[src/design/pdt_ram.sv]
`default_nettype none

module pdt_ram #(
   parameter int WIDTH = 8,
   parameter int DEPTH = 256
) (
   input  wire logic                     clock,
   input  wire logic                     we,
   input  wire logic [$clog2(DEPTH)-1:0] waddr,
   input  wire logic [WIDTH-1:0]         wdata,
   input  wire logic [$clog2(DEPTH)-1:0] raddr,
   output logic      [WIDTH-1:0]         rdata
);

   logic [WIDTH-1:0] mem_ff [DEPTH];
   logic [WIDTH-1:0] rdata_ff;

   always_ff @(posedge clock) begin
      if (we) begin
         mem_ff[waddr] <= wdata;
      end
      rdata_ff <= mem_ff[raddr];
   end

   assign rdata = rdata_ff;

endmodule

`default_nettype wire

[config.mk]
export PLATFORM = sky130hd
export DESIGN_NAME = pdt_ram
export DESIGN_NICKNAME = d
export VERILOG_FILES = /design/src/design/pdt_ram.sv
export SDC_FILE = /design/constraint.sdc
export NUM_CORES = 2
export LEC_CHECK = 0
export BUFFER_PORTS_ARGS = -buffer_cell sky130_fd_sc_hd__buf_2
export CORE_MARGIN = 2
export CORE_UTILIZATION = 45
export DETAILED_ROUTE_END_ITERATION = 8
export HOLD_SLACK_MARGIN = 0.15
export SYNTH_ARGS = -nofsm -noshare
export SYNTH_HDL_FRONTEND = slang
export SYNTH_SLANG_ARGS = --single-unit
export TNS_END_PERCENT = 1
[constraint.sdc]
create_clock -name clock -period 2.25 [get_ports clock]
set_input_delay 0.1125 -clock clock [delete_from_list [all_inputs] [get_ports clock]]
set_output_delay 0.1125 -clock clock [all_outputs]
set_load 0.05 [all_outputs]
==> flow_summary.ini <==
[cells_and_area]
fill_cells = 13400
multi_input_area_um2 = 16700
final_cell_area_um2 = 94900
drive_gt1_frac = 0.335
layout.nets = 4528
register_area_um2 = 61700
syn_to_final_growth_pct = 19.3
fin_util = 0.540

[global_route]
grt_pass1_vias = 41100
grt_max_degree = 100
antenna_found_initial = 4
grt_pass1_wl_um = 293000
overflow = 0
track_usage = 0.227

[floorplan]
core-area_um2 = 176000
fp-row-count = 154
die_y_um = 424
die_w_um = 424
die_area_um2 = 180000
io_pins = 34
start_util = 0.452

[setup_path]
critPathLaunch = mem_ff[211][3]$_DFFE_PP_
cp-end-kind = flop
crit_path_start_kind = flop
cp.arrival_ns = 2.95
r2r_cells = 8
worstPathMaxFanout = 1
cp.required_ns = 2.96
reg2reg_from = mem_ff[211][3]$_DFFE_PP_
path_class = flop to flop

[power]
ir_worst_vdd_mv = 0.804
fin_total_pwr_mw = 80.3
p_leak_nw = 30.9
p_per_area_nw_per_um2 = 846

[hold_path]
hp-start = raddr[6]
hp-class = input pin to flop
min_path_cells = 7

[drt]
vias = 40800
first_pass_iters = 6
drt_iter0_markers = 4735
wire_per_inst_um = 29.0
routed_via_density = 5.82
ant_nets = 0
routed_wl_um = 203000
drc = 0

[sta]
period_share = 0.996
hold_viol = 0
final.setup.worst_slack_ns = 0.00788
setup_violations = 0
clock_skew_ns = 0.0458
hold-worst-slack_ns = 0.252
max_clock_freq_mhz = 446
maxSlewViolCount = 0
worst-slew-pin-transition_ns = 0.880
maxSlewHeadroom = 0.414
rsz0062_at_grt = yes
period_needed_ns = 2.24

[status]
status = finished, final reports clean

[clocking]
path_clk_slew_ns = 0.06
clk_latency_ns = 0.84
root_buffer = clkbuf_16
clock-sinks = 2056
numCtsBuffers = 203
htreeDepth = 4
cts_tree = done
clk_path_buf_depth = 3

[logic_synthesis]
synth.distinct_cells = 55
synthTopCellsByCount = edfxtp_1 (2048), mux4_2 (454), nor2_1 (282)
yosysSeqAreaShare = 0.775
syn_inst = 3733
synth_edf_count = 2048
synth_most_common_cell = edfxtp_1
avgSynthCellArea_um2 = 21.3
ys_ff_latch = 2056
yosysTopAreaCellShare = 0.773
synth_area_um2 = 79600
synthTopCellsByArea = edfxtp_1 (77%), mux4_2 (13%), mux2i_1 (1.7%), nor2_1 (1.3%), a22oi_1 (1.3%)
yosys.area.top_type = edfxtp_1
syn_nets = 3759
ys_async_sr_fraction = 0
synthFlopType = edfxtp_1
synth_warnings = 0

[placed_design]
gp_congestion = 0.886
pre_cts_ws_ns = -1.15
dp_hpwl_um = 133000
numPortBuffers = 33
place_area_um2 = 87900

[run]
maxCapViolCount = 0
==> state kept, by name (all words and copies together) (netlist names) <==
register	cells
mem_ff	2048
rdata	8
==> cell families after synthesis <==
logic type             count (synthesis)  share of synthesized area
AO/OA/AOI/OAI                        385                     0.0342
buffers and inverters                235                     0.0183
flip-flops                          2056                      0.775
multiplexers                         591                      0.146
AND/OR/NAND/NOR                      466                     0.0263
==> what timing repair did <==
item / 4_1_cts / 5_1_grt
endpoints found under the setup margin: 8 / 47
pin swaps: 4 / 9
resized for setup: 22 / 16
buffers inserted: 0 / 0
hold endpoints to repair: 2427 / 0
hold buffers: 20 / 0
==> where the power goes <==
| group | switching [mW] | total, mW | internal (mW) |
|---|---|---|---|
| clock | 14.2 | 33.3 | 19.1 |
| sequential | 0.0764 | 42.3 | 42.2 |
| combinational | 2.79 | 4.69 | 1.90 |
| total | 17.1 | 80.3 | 63.2 |
==> layout make-up <==
type | instances | area share
inverter | 2 | 0.0000791
sequential | 2056 | 0.650
tap | 2340 | 0.0308
timing repair buffer | 797 | 0.0739
clock inverter | 119 | 0.0119
antenna | 2 | 0.0000527
clock buffer | 262 | 0.0573
multi-input combinational | 1442 | 0.176
==> layer usage <==
metal	routed length [µm]	share of wire	GRT usage	vias to the layer above
met3	15700	0.077	0.0408	257
li1	-	-	-	17300
met2	97700	0.48	0.360	1623
met4	4590	0.023	0.0592	2
met1	85200	0.42	0.327	21700
met5	13	0.000064	0	-
==> worst paths after layout <==
| check | endpoint | slack (ns) |
|---|---|---|
| max | rdata[3]$_DFF_P_ | 0.008 |
| min | rdata[5]$_DFF_P_ | 0.25 |
| max reg2reg | rdata[3]$_DFF_P_ | 0.008 |
| min reg2reg | rdata[5]$_DFF_P_ | 1.06 |
==> critical path, stage by stage, from the launching register on <==
cell and delay (ns):
edfxtp_1 0.36, mux4_2 0.49, a22o_1 0.26, a221oi_2 0.29, buf_4 0.19, o32ai_2 0.11
nor3_2 0.17, buf_4 0.18, nor4_1 0.06
==> placed cells by master (no fill, tap or decap), types with 9 or more instances in the layout <==
master / n
a22oi_1: 132
edfxtp_1: 2048
nor3_1: 12
a21oi_1: 96
o21ai_0: 10
nor4_1: 17
a211oi_1: 15
nand3_1: 28
clkbuf_16: 208
clkinv_2: 37
mux4_2: 455
o221ai_1: 46
bufinv_16: 18
nand2_1: 33
nor2b_1: 28
clkbuf_1: 51
mux2i_1: 134
clkinv_1: 49
nand4_1: 10
buf_8: 9
nor2_1: 277
buf_4: 669
o22ai_1: 28
buf_2: 21
o211ai_1: 10
nor3_2: 9
buf_12: 77
dlygate4sd3_1: 20
==> stage by stage <==
stage	instances	setup TNS, ns
2_1_floorplan	3733	0
3_3_place_gp	6617	-7.17
3_5_place_dp	6617	-7.17
4_1_cts	7018	-0.114
5_1_grt	7018	-0.207
6_report	7020	0
Power figures use the tool's default switching activity.
